$ cat src/hw/rtl/keystroke_line_edit_buffer_assert.svh
// Assertion macros for the keystroke line edit buffer.
// Expects signals named clk and rst in the scope where a macro is used.
`ifndef KEYSTROKE_LINE_EDIT_BUFFER_ASSERT_SVH
`define KEYSTROKE_LINE_EDIT_BUFFER_ASSERT_SVH

// Same-cycle implication, skipped while reset is high.
`define KLED_ASSERT_NOW(label, ante, cons, msg) \
  label: assert property (@(posedge clk) disable iff (rst) (ante) |-> (cons)) \
    else $error(msg);

// Next-cycle implication, skipped while reset is high.
`define KLED_ASSERT_NEXT(label, ante, cons, msg) \
  label: assert property (@(posedge clk) disable iff (rst) (ante) |=> (cons)) \
    else $error(msg);

`endif

$ cat src/hw/rtl/kled_pkg.sv
// Shared constants, codes and controller/datapath interface types for the
// keystroke line edit buffer. No dependencies.
`default_nettype none

package kled_pkg;

  localparam int DEF_MAX_CHARS   = 127;
  localparam int DEF_STORE_DEPTH = 128;

  // Key bytes with a meaning of their own
  localparam logic [7:0] KEY_ENTER   = 8'd10;
  localparam logic [7:0] KEY_ABORT   = 8'd3;
  localparam logic [7:0] KEY_DEL     = 8'd127;
  localparam logic [7:0] KEY_ESC     = 8'd27;
  localparam logic [7:0] KEY_BRACKET = 8'h5B;  // '['
  localparam logic [7:0] KEY_LEFT    = 8'h44;  // 'D'
  localparam logic [7:0] KEY_RIGHT   = 8'h43;  // 'C'
  localparam logic [7:0] PRINT_LO    = 8'h20;
  localparam logic [7:0] PRINT_HI    = 8'h7E;

  // Operation selector
  localparam logic OP_KEY  = 1'b0;
  localparam logic OP_READ = 1'b1;

  // Reported key effect
  localparam logic [2:0] EFF_IGNORED  = 3'd0;
  localparam logic [2:0] EFF_INSERTED = 3'd1;
  localparam logic [2:0] EFF_DELETED  = 3'd2;
  localparam logic [2:0] EFF_MOVED    = 3'd3;
  localparam logic [2:0] EFF_ESCAPE   = 3'd4;
  localparam logic [2:0] EFF_FINISHED = 3'd5;

  // Escape sequence phase
  localparam logic [1:0] ESC_NORMAL  = 2'd0;
  localparam logic [1:0] ESC_FIRST   = 2'd1;
  localparam logic [1:0] ESC_BRACKET = 2'd2;
  localparam logic [1:0] ESC_OTHER   = 2'd3;

  // Line state
  localparam logic [1:0] FIN_EDIT    = 2'd0;
  localparam logic [1:0] FIN_DONE    = 2'd1;
  localparam logic [1:0] FIN_ABORTED = 2'd2;

  // Kind of work a decoded item needs
  localparam logic [1:0] KIND_SIMPLE = 2'd0;
  localparam logic [1:0] KIND_READ   = 2'd1;
  localparam logic [1:0] KIND_INSERT = 2'd2;
  localparam logic [1:0] KIND_DELETE = 2'd3;

  typedef struct packed {
    logic load;     // capture the input transfer
    logic decode;   // classify item, apply simple updates, set up the shift
    logic move;     // copy one store entry
    logic commit;   // finish an insert or delete
    logic publish;  // load the output register
  } kled_cmd_t;

  typedef struct packed {
    logic [1:0] kind;       // valid during decode
    logic       move_zero;  // nothing to shift, valid during decode
    logic       move_last;  // last entry of the shift
    logic       out_free;   // output register can take a result
  } kled_status_t;

endpackage

`default_nettype wire

$ cat src/hw/rtl/kled_ctrl.sv
// Sequencer for the keystroke line edit buffer.
// Depends on kled_pkg; drives the datapath through kled_cmd_t.
`default_nettype none

module kled_ctrl (
  input  wire                   clk,
  input  wire                   rst,
  input  wire                   in_valid,
  output logic                  in_ready,
  input  kled_pkg::kled_status_t status,
  output kled_pkg::kled_cmd_t    cmd
);
  import kled_pkg::*;

  localparam logic [2:0] ST_IDLE    = 3'd0;
  localparam logic [2:0] ST_DECODE  = 3'd1;
  localparam logic [2:0] ST_MOVE    = 3'd2;
  localparam logic [2:0] ST_DRAIN   = 3'd3;
  localparam logic [2:0] ST_COMMIT  = 3'd4;
  localparam logic [2:0] ST_PUBLISH = 3'd5;

  logic [2:0] state;
  logic [2:0] state_next;

  always_comb begin
    state_next  = state;
    cmd         = '0;
    in_ready    = 1'b0;
    case (state)
      ST_IDLE: begin
        in_ready = 1'b1;
        if (in_valid) begin
          cmd.load   = 1'b1;
          state_next = ST_DECODE;
        end
      end
      ST_DECODE: begin
        cmd.decode = 1'b1;
        if (status.kind == KIND_INSERT || status.kind == KIND_DELETE) begin
          state_next = status.move_zero ? ST_COMMIT : ST_MOVE;
        end else begin
          state_next = ST_PUBLISH;
        end
      end
      ST_MOVE: begin
        cmd.move = 1'b1;
        if (status.move_last) begin
          state_next = ST_DRAIN;
        end
      end
      ST_DRAIN: begin
        // last copied entry is written back this cycle
        state_next = ST_COMMIT;
      end
      ST_COMMIT: begin
        cmd.commit = 1'b1;
        state_next = ST_PUBLISH;
      end
      ST_PUBLISH: begin
        if (status.out_free) begin
          cmd.publish = 1'b1;
          state_next  = ST_IDLE;
        end
      end
      default: begin
        state_next = ST_IDLE;
      end
    endcase
  end

  always_ff @(posedge clk) begin
    if (rst) begin
      state <= ST_IDLE;
    end else begin
      state <= state_next;
    end
  end

endmodule

`default_nettype wire

$ cat src/hw/rtl/kled_dp.sv
// Datapath of the keystroke line edit buffer: line store, cursor and length,
// escape and line state, shift pointers and output register. Depends on kled_pkg.
`default_nettype none

`include "keystroke_line_edit_buffer_assert.svh"

module kled_dp #(
  parameter int MAX_CHARS   = kled_pkg::DEF_MAX_CHARS,
  parameter int STORE_DEPTH = kled_pkg::DEF_STORE_DEPTH
) (
  input  wire                   clk,
  input  wire                   rst,
  input  kled_pkg::kled_cmd_t    cmd,
  output kled_pkg::kled_status_t status,
  input  wire                   in_op,
  input  wire  [7:0]            in_key,
  input  wire  [6:0]            in_read_index,
  output logic                  out_valid,
  input  wire                   out_ready,
  output logic [31:0]           out_data
);
  import kled_pkg::*;

  localparam int LEN_W = $clog2(STORE_DEPTH + 1);
  localparam int AW    = $clog2(STORE_DEPTH);
  localparam int IW    = (LEN_W > 7) ? LEN_W : 7;
  localparam int LIMIT = (MAX_CHARS < STORE_DEPTH) ? MAX_CHARS : STORE_DEPTH;
  localparam logic [LEN_W-1:0] LIMIT_L = LEN_W'(LIMIT);

  logic [7:0]       line_store [STORE_DEPTH];

  logic             op_q;
  logic [7:0]       key_q;
  logic [6:0]       ridx_q;
  logic [LEN_W-1:0] length;
  logic [LEN_W-1:0] cursor;
  logic [1:0]       esc;
  logic [1:0]       fin;
  logic [1:0]       kind_q;
  logic [2:0]       eff_q;
  logic [AW-1:0]    mv_src;
  logic [LEN_W-1:0] mv_cnt;
  logic [AW-1:0]    dst_q;
  logic             pend;
  logic [7:0]       rdata;

  // decode results
  logic [1:0]       dec_kind;
  logic [2:0]       dec_eff;
  logic [1:0]       dec_esc;
  logic [1:0]       dec_fin;
  logic [LEN_W-1:0] dec_cursor;

  logic [LEN_W-1:0] len_m1;
  logic [AW-1:0]    src_init;
  logic [IW-1:0]    ridx_ext;
  logic [IW-1:0]    len_ext;
  logic [IW-1:0]    cur_ext;
  logic             in_range;
  logic [AW-1:0]    rd_addr;
  logic             wr_en;
  logic [AW-1:0]    wr_addr;
  logic [7:0]       wr_data;
  logic             is_insert_q;
  logic [7:0]       char_val;

  always_comb begin
    dec_kind   = KIND_SIMPLE;
    dec_eff    = EFF_IGNORED;
    dec_esc    = esc;
    dec_fin    = fin;
    dec_cursor = cursor;
    if (op_q == OP_READ) begin
      dec_kind = KIND_READ;
    end else if (fin != FIN_EDIT) begin
      dec_eff = EFF_IGNORED;
    end else if (esc == ESC_FIRST) begin
      dec_esc = (key_q == KEY_BRACKET) ? ESC_BRACKET : ESC_OTHER;
      dec_eff = EFF_ESCAPE;
    end else if (esc == ESC_BRACKET || esc == ESC_OTHER) begin
      dec_esc = ESC_NORMAL;
      if (esc == ESC_BRACKET && key_q == KEY_LEFT && cursor != '0) begin
        dec_cursor = cursor - LEN_W'(1);
        dec_eff    = EFF_MOVED;
      end else if (esc == ESC_BRACKET && key_q == KEY_RIGHT && cursor < length) begin
        dec_cursor = cursor + LEN_W'(1);
        dec_eff    = EFF_MOVED;
      end
    end else if (key_q == KEY_ENTER) begin
      dec_fin = FIN_DONE;
      dec_eff = EFF_FINISHED;
    end else if (key_q == KEY_ABORT) begin
      dec_fin = FIN_ABORTED;
      dec_eff = EFF_FINISHED;
    end else if (key_q == KEY_DEL) begin
      if (cursor != '0) begin
        dec_kind = KIND_DELETE;
        dec_eff  = EFF_DELETED;
      end
    end else if (key_q == KEY_ESC) begin
      dec_esc = ESC_FIRST;
      dec_eff = EFF_ESCAPE;
    end else if (key_q >= PRINT_LO && key_q <= PRINT_HI) begin
      if (length < LIMIT_L) begin
        dec_kind = KIND_INSERT;
        dec_eff  = EFF_INSERTED;
      end
    end
  end

  // Insert copies from the end of the line down to the cursor, one slot up;
  // delete copies from the cursor up to the end, one slot down.
  assign len_m1      = length - LEN_W'(1);
  assign src_init    = (dec_kind == KIND_INSERT) ? len_m1[AW-1:0] : cursor[AW-1:0];
  assign is_insert_q = (kind_q == KIND_INSERT);

  assign ridx_ext = IW'(ridx_q);
  assign len_ext  = IW'(length);
  assign cur_ext  = IW'(cursor);
  assign in_range = ridx_ext < len_ext;

  assign rd_addr = cmd.move ? mv_src : ridx_ext[AW-1:0];
  assign wr_en   = pend || (cmd.commit && is_insert_q);
  assign wr_addr = pend ? dst_q : cursor[AW-1:0];
  assign wr_data = pend ? rdata : key_q;

  assign status.kind      = dec_kind;
  assign status.move_zero = (length == cursor);
  assign status.move_last = (mv_cnt == LEN_W'(1));
  assign status.out_free  = !out_valid || out_ready;

  always_ff @(posedge clk) begin
    if (wr_en) begin
      line_store[wr_addr] <= wr_data;
    end
    rdata <= line_store[rd_addr];
  end

  always_ff @(posedge clk) begin
    if (cmd.load) begin
      op_q   <= in_op;
      key_q  <= in_key;
      ridx_q <= in_read_index;
    end
    if (cmd.decode) begin
      kind_q <= dec_kind;
      eff_q  <= dec_eff;
      mv_src <= src_init;
      mv_cnt <= length - cursor;
    end
    if (cmd.move) begin
      mv_src <= is_insert_q ? mv_src - AW'(1) : mv_src + AW'(1);
      dst_q  <= is_insert_q ? mv_src + AW'(1) : mv_src - AW'(1);
      mv_cnt <= mv_cnt - LEN_W'(1);
    end
  end

  always_ff @(posedge clk) begin
    if (rst) begin
      length <= '0;
      cursor <= '0;
      esc    <= ESC_NORMAL;
      fin    <= FIN_EDIT;
      pend   <= 1'b0;
    end else begin
      pend <= cmd.move;
      if (cmd.decode) begin
        esc    <= dec_esc;
        fin    <= dec_fin;
        cursor <= dec_cursor;
      end
      if (cmd.commit) begin
        if (is_insert_q) begin
          length <= length + LEN_W'(1);
          cursor <= cursor + LEN_W'(1);
        end else begin
          length <= length - LEN_W'(1);
          cursor <= cursor - LEN_W'(1);
        end
      end
    end
  end

  assign char_val = (op_q == OP_READ && in_range) ? rdata : 8'd0;

  always_ff @(posedge clk) begin
    if (rst) begin
      out_valid <= 1'b0;
    end else if (cmd.publish) begin
      out_valid <= 1'b1;
    end else if (out_ready) begin
      out_valid <= 1'b0;
    end
  end

  always_ff @(posedge clk) begin
    if (cmd.publish) begin
      out_data <= {5'd0, eff_q, (fin == FIN_ABORTED), (fin == FIN_DONE),
                   cur_ext[6:0], len_ext[6:0], char_val};
    end
  end

  `KLED_ASSERT_NOW(a_cursor_in_line, 1'b1, cursor <= length, "cursor beyond line end")
  `KLED_ASSERT_NOW(a_length_limit, 1'b1, length <= LIMIT_L, "length above limit")
  `KLED_ASSERT_NEXT(a_fin_sticky, fin != FIN_EDIT, fin == $past(fin), "line state left finished")
  `KLED_ASSERT_NOW(a_move_count, cmd.move, mv_cnt != '0, "shift step with nothing left")
  `KLED_ASSERT_NOW(a_write_one_source, pend, !cmd.commit, "shift write collides with commit")

endmodule

`default_nettype wire

$ cat src/hw/rtl/keystroke_line_edit_buffer.sv
// Keystroke line edit buffer: a line store with a cursor, edited one key per transfer.
// A read, or a key that moves no characters, is captured, decoded and then loaded into the
// output register; an insert or delete at the line end passes a commit step on the way. An
// insert or delete that moves n = length - cursor characters shifts them before its commit,
// because the line store's single write port moves one character per cycle. The load into
// the output register waits on m_tready while that register holds an unaccepted result.
// The input takes a new transfer once the previous item sits in the output register, in
// the next cycle at the earliest. The line store needs no clearing pass: entries at or past
// the length always read as zero. s_tuser selects keystroke (0) or character read (1).
// Top level; depends on kled_pkg, kled_ctrl and kled_dp.
`default_nettype none

module keystroke_line_edit_buffer #(
  parameter int MAX_CHARS   = kled_pkg::DEF_MAX_CHARS,
  parameter int STORE_DEPTH = kled_pkg::DEF_STORE_DEPTH
) (
  input  wire         clk,
  input  wire         rst,
  input  wire         s_tvalid,
  output logic        s_tready,
  input  wire  [15:0] s_tdata,   // key [7:0], read_index [14:8], zero [15]
  input  wire         s_tuser,   // op
  output logic        m_tvalid,
  input  wire         m_tready,
  output logic [31:0] m_tdata    // char_out [7:0], text_length [14:8], cursor_at [21:15],
                                 // line_done [22], aborted [23], key_effect [26:24],
                                 // zero [31:27]
);
  import kled_pkg::*;

  kled_cmd_t    cmd;
  kled_status_t status;

  kled_ctrl u_ctrl (
    .clk      (clk),
    .rst      (rst),
    .in_valid (s_tvalid),
    .in_ready (s_tready),
    .status   (status),
    .cmd      (cmd)
  );

  kled_dp #(
    .MAX_CHARS   (MAX_CHARS),
    .STORE_DEPTH (STORE_DEPTH)
  ) u_dp (
    .clk           (clk),
    .rst           (rst),
    .cmd           (cmd),
    .status        (status),
    .in_op         (s_tuser),
    .in_key        (s_tdata[7:0]),
    .in_read_index (s_tdata[14:8]),
    .out_valid     (m_tvalid),
    .out_ready     (m_tready),
    .out_data      (m_tdata)
  );

endmodule

`default_nettype wire

$ cat config.mk
export PLATFORM = sky130hd
export DESIGN_NAME = keystroke_line_edit_buffer
export DESIGN_NICKNAME = d
export VERILOG_FILES = /design/src/hw/rtl/kled_pkg.sv /design/src/hw/rtl/kled_ctrl.sv /design/src/hw/rtl/kled_dp.sv /design/src/hw/rtl/keystroke_line_edit_buffer.sv
export VERILOG_INCLUDE_DIRS = /design/src /design/src/hw/rtl
export SDC_FILE = /design/constraint.sdc
export NUM_CORES = 1
export LEC_CHECK = 0
export BUFFER_PORTS_ARGS = -buffer_cell sky130_fd_sc_hd__clkbuf_2
export CAP_MARGIN = 20
export CORE_MARGIN = 5
export CORE_UTILIZATION = 35
export CTS_CLUSTER_SIZE = 30
export DETAILED_ROUTE_END_ITERATION = 16
export GPL_ROUTABILITY_DRIVEN = 1
export SYNTH_ARGS = -nofsm -noshare
export SYNTH_HDL_FRONTEND = slang
export SYNTH_HIERARCHICAL = 1
export SYNTH_SLANG_ARGS = --single-unit
$ cat constraint.sdc
create_clock -name clk -period 7.1 [get_ports clk]
set_input_delay 2.13 -clock clk [delete_from_list [all_inputs] [get_ports clk]]
set_output_delay 2.13 -clock clk [all_outputs]
set_load 0.005 [all_outputs]
# ---- Word level (Yosys, flattened, before mapping)
# Memories as Yosys holds them, arrays and structs flattened. A register that Yosys moved wholly into a read port is not among the register bits.
# Cells that the tools add are included.
dict set report classes {
  n_eq_ne 31
  n_lt_le_gt_ge 5
  addsub 8
  muxes 69
  reduce_logical 28
  bitwise 4
}
# operator count
set ops {}
lappend ops {{$mux 8} 13}
lappend ops {{$mux 7} 7}
lappend ops {{$mux 2} 21}
lappend ops {{$mux 3} 13}
lappend ops {{$eq 8x7->1 const B} 4}
lappend ops {{$sub 8x1->8 const B} 3}
lappend ops {{$pmux 3 s6} 1}
lappend ops {{$add 8x1->8 const B} 2}
lappend ops {{$mux 1} 14}
lappend ops {{$eq 2x2->1 const B} 6}
lappend ops {{$reduce_and 6->1} 2}
lappend ops {{$reduce_bool 2->1} 6}
lappend ops {{$ne 3x1->1 const B} 3}
lappend ops {{$eq 8x1->1 const B} 1}
lappend ops {{$eq 8x2->1 const B} 1}
lappend ops {{$eq 8x4->1 const B} 1}
lappend ops {{$eq 8x5->1 const B} 1}
lappend ops {{$eq 8x8->1} 1}
lappend ops {{$ge 8x6->1 const B} 1}
lappend ops {{$le 8x7->1 const B} 1}
lappend ops {{$lt 7x8->1} 1}
lappend ops {{$lt 8x7->1 const B} 1}
lappend ops {{$lt 8x8->1} 1}
lappend ops {{$reduce_bool 8->1} 1}
lappend ops {{other kinds (19)} 39}
dict set report word_totals {
  register_bits 95
  output_inout_bits 34
  wordCells 164
  memories 1
  input_bits 21
  ramBits 1024
}
# memory words width rd rd_ports_with_merged_regs wr line
set memory_table {}
lappend memory_table {u_dp.line_store 128 8 1 1 1 kled_dp.sv:30} ;# logic [7:0] line_store [STORE_DEPTH];

# ---- Longest topological paths before layout
dict set report logic_depth {
  ltp_word 15
  ltp_mapped 16
  mapped_depth_nobuf 10
}

# ---- Hierarchy
# The synthesis kept the hierarchy.
# module cells_each seq_area_each_um2 instances area_each_um2
set modules_own_cells {}
lappend modules_own_cells {kled_dp 3214 33452.1 1 46070.4}
lappend modules_own_cells {kled_ctrl 29 60.1 1 221.5}

# ---- Worst setup path before layout
# No wires, ideal clock.
dict set report synth_path {
  path_kind {reg2reg}
  from {register u_dp.pend}
  to {memory u_dp.line_store[0][0] (data pin)}
  path_buffers 2
  setup_ns 1.198
  setup_slack_ns 0.138
  arrival_time_ns 5.763
  required_ns 5.902
  synth_period_minus_slack_ns 6.962
  stages_incl_launch_ff 4
  path_cell_list {dfxtp_1 > clkbuf_1 > clkbuf_1 > o21ai_0}
}
dict set report synth_via {
  elab_chain_cells 1
}
# item line
set synth_rtl {}
lappend synth_rtl {{start: declaration} kled_dp.sv:44} ;# logic pend;
lappend synth_rtl {{start signal: assignment} kled_dp.sv:166} ;# pend <= cmd.move;
lappend synth_rtl {{$mux 8} kled_dp.sv:125} ;# assign wr_data = pend ? rdata : key_q;
lappend synth_rtl {{via u_dp.wr_data[0]} kled_dp.sv:63} ;# logic [7:0] wr_data;
lappend synth_rtl {{end: declaration} kled_dp.sv:30}
# The timed path passes the listed nets, and every way through them passes these cells.

==> run metrics <==
run status completed; Max VDD drop 0.228 mV; worst slew pin tran 1190 ps; routed vias/inst approximately 5.4; CP Data Arrival Time 5210 ps; routed vias between 20k and 30k; Site Rows roughly 130; GPL Wtd Cong 0.858; Cell Chain, Critical Path and3_2, mux2_8, buf_12, mux4_2, a2111oi_0, o311ai_0, a31oi_1, a211oi_1; growth of design area from synthesis to finish 13.4%; drt total wl 122000 um; DR pass1 iterations 7; Ys Warns 6; non-filler instance count after layout approximately 5.1k; Hold Vio Cnt, Final 0; Synth Cell Area 0.0463 mm^2; core area ~0.13 mm^2; met1 Use GR 24.3%; syn_area_per_cell between 10 and 15 um^2; CTS root buf clkbuf_16; port bufs 48; Cells after Synth around 3.2k; full die area 0.140 mm^2; hold buffers post-CTS 0; TritonCTS Buffers roughly 110; # H-tree levels 3; post-route ant nets 0; io pins 55; final setup fails 0; pre-CTS WS ~2500 ps; initial DRC count 3327; Setup Skew 37.5 ps; CTS tree yes; Async S/R FF share, synth 0%; slowest stage cell on the critical path a2111oi_0; largest net degree at the start of global routing approximately 110; antenna violations before repair 3; met3 global-route usage 3.10%; total gr overflow 0; CP delay by family, top compound AO/OA/AOI/OAI gates; Inst Count DP 4920; Worst-path clk slew ~60 ps; sequential element share of the synthesized area 72.4%; WS Path Type reg2reg; Initial Utilization 35.2%; worst hold-check path type reg2reg; Ant. Diodes 0; buffer depth of the longest clock path 3; max-cap check violation count 0; CP Launch Type flip-flop; Total Nets Final 3327; CP bufs+invs 1; Worst-Skew Late Latency 710 ps; vias in the first global route 26.3k; flop2flop setup slack 2470 ps; Design Power 18.2 mW; postcts setup bufs 0; layout cells sized above 1 11.5%; Post-DP HPWL 73100 um; CP required 7680 ps; Yosys reg bits 1127; WL/cell 23.7 um; PostCTS Resize Cnt 0; RSZ-0062 raised after global routing false; GRT busiest layer met2; Post-synth EDFFs between 1k and 1.5k; Static Leak ~17 nW; Yosys cell types 75; Worst setup EP type flip-flop; Power Density 346 mW/mm^2; relative slew slack approximately 18%; achievable frequency 216 MHz; worst setup margin 2470 ps; met2 Use GR 26.2%; final core occ 39.9%; first-pass GRT wire length 179000 um; CP peak stage delay approximately 1000 ps; critical-path maximum fanout 76; DRC viols 0; fin crit share 65.2%; Main synth FF type edfxtp_1; minimum clock period 4630 ps; Max Slew Vio Count 0; post-route setup TNS 0 ps; total global-route track usage 16.8%; Die X between 300 and 400 um; die extent in y 374 um; # clock sinks 1127
power breakdown:
group          internal (mW)  switching (mW)  total (mW)
clock network           3.56            2.56        6.12
registers               7.88           0.245        8.13
logic                   1.20            2.73        3.94
flip-flops by register name, summed over array words and instances, names as in the netlist:
register and count:
u_dp/ridx_q 7, u_dp/line_store 1024, u_dp/key_q 8, u_dp/op_q 1, u_dp/len_ext 8, u_dp/mv_src 7
u_dp/pend 1, u_dp/eff_q 3, u_dp/rdata 8, u_dp/fin 2, u_dp/kind_q 2, u_dp/dst_q 7
u_dp/cur_ext 8, u_dp/mv_cnt 8, u_ctrl/state 3, u_dp/out_data 27, u_dp/esc 2, u_dp/out_valid 1
worst paths after layout:
path              startpoint                 to  cells past startpoint
max          u_ctrl/state[1]      u_dp/rdata[6]                      8
min            u_dp/eff_q[0]  u_dp/out_data[24]                      0
max reg2reg  u_ctrl/state[1]      u_dp/rdata[6]                      8
min reg2reg    u_dp/eff_q[0]  u_dp/out_data[24]                      0
Yosys cell counts (18+ instances only):
master     instances  area (um^2)
edfxtp_1        1094        32900
nand2_1          601         2260
mux2i_1          229         2290
a21oi_1          179          896
nor2_1           178          668
nand3_1          135          676
clkbuf_1         109          409
o21ai_0           59          295
buf_2             53          265
mux4_2            51         1150
inv_1             43          161
dfxtp_1           33          661
nor4_1            32          200
o22ai_1           31          194
a311oi_1          30          263
xnor2_1           30          263
a31oi_1           24          150
a2111oi_0         22          193
ha_1              22          275
a211oi_1          21          158
buf_1             21         78.8
and3_1            18          113
routing by layer:
layer	vias to the layer above	share of wire, %
met4	0	2.7
li1	12300	-
met5	-	0
met1	14100	43
met2	1173	46
met3	239	8.7
cells by family (layout without fill, tap and decap cells):
kind of cell             count (synthesis)  count (layout)  share of synthesized area (%)
AND/OR/NAND/NOR                       1054            1054                           9.78
buffers and inverters                  239             371                           2.22
flip-flops                            1127            1127                           72.4
other                                    1               5                        0.00810
AO/OA/AOI/OAI                          465             465                           6.42
XOR/XNOR                                39              39                          0.738
multiplexers                           295             295                           7.80
adder cells (fa/ha/maj)                 23              23                          0.638
final cells by class:
class / count / area [um^2]
clock buffers: 133 / 2950
clock inverters: 77 / 877
fillers: 12000 / 78900
inverters: 43 / 161
multi-input cells: 1881 / 12000
flip-flops and latches: 1127 / 33500
well taps: 1755 / 2200
repair buffers: 118 / 831
cells in the final DEF (no fill, tap or decap), types with 7 or more instances in the layout:
cell type and count:
a21oi_1 179, clkinvlp_4 10, nand2_1 600, nor3_1 16, mux2i_1 225, o41ai_1 11, o31ai_1 9, o22ai_1 31
o21ai_0 57, nor2b_1 9, o221ai_1 9, and2_1 13, clkinv_1 26, a21o_1 10, bufinv_16 16, a22oi_1 11
clkbuf_16 113, a211oi_1 21, nor2_1 177, a311oi_1 30, dfxtp_1 33, and3_1 17, a2111oi_0 22, clkbuf_1 15
nor4_1 32, clkbuf_2 48, xnor2_1 30, mux2_4 7, or3_1 9, a31oi_1 23, nand3_1 133, edfxtp_1 1094
nand2b_1 11, o211ai_1 12, xor2_1 9, ha_1 22, inv_1 43, mux4_2 51, clkinv_2 18, buf_4 62
stage by stage:
step           cell area [um^2]  hold slack (ps)
2_1_floorplan             46300              400
6_report                  52500              419
3_5_place_dp              48600              406
3_3_place_gp              48600              407
5_1_grt                   52500              439
4_1_cts                   52500              420
(Power assumes the default switching activity.)
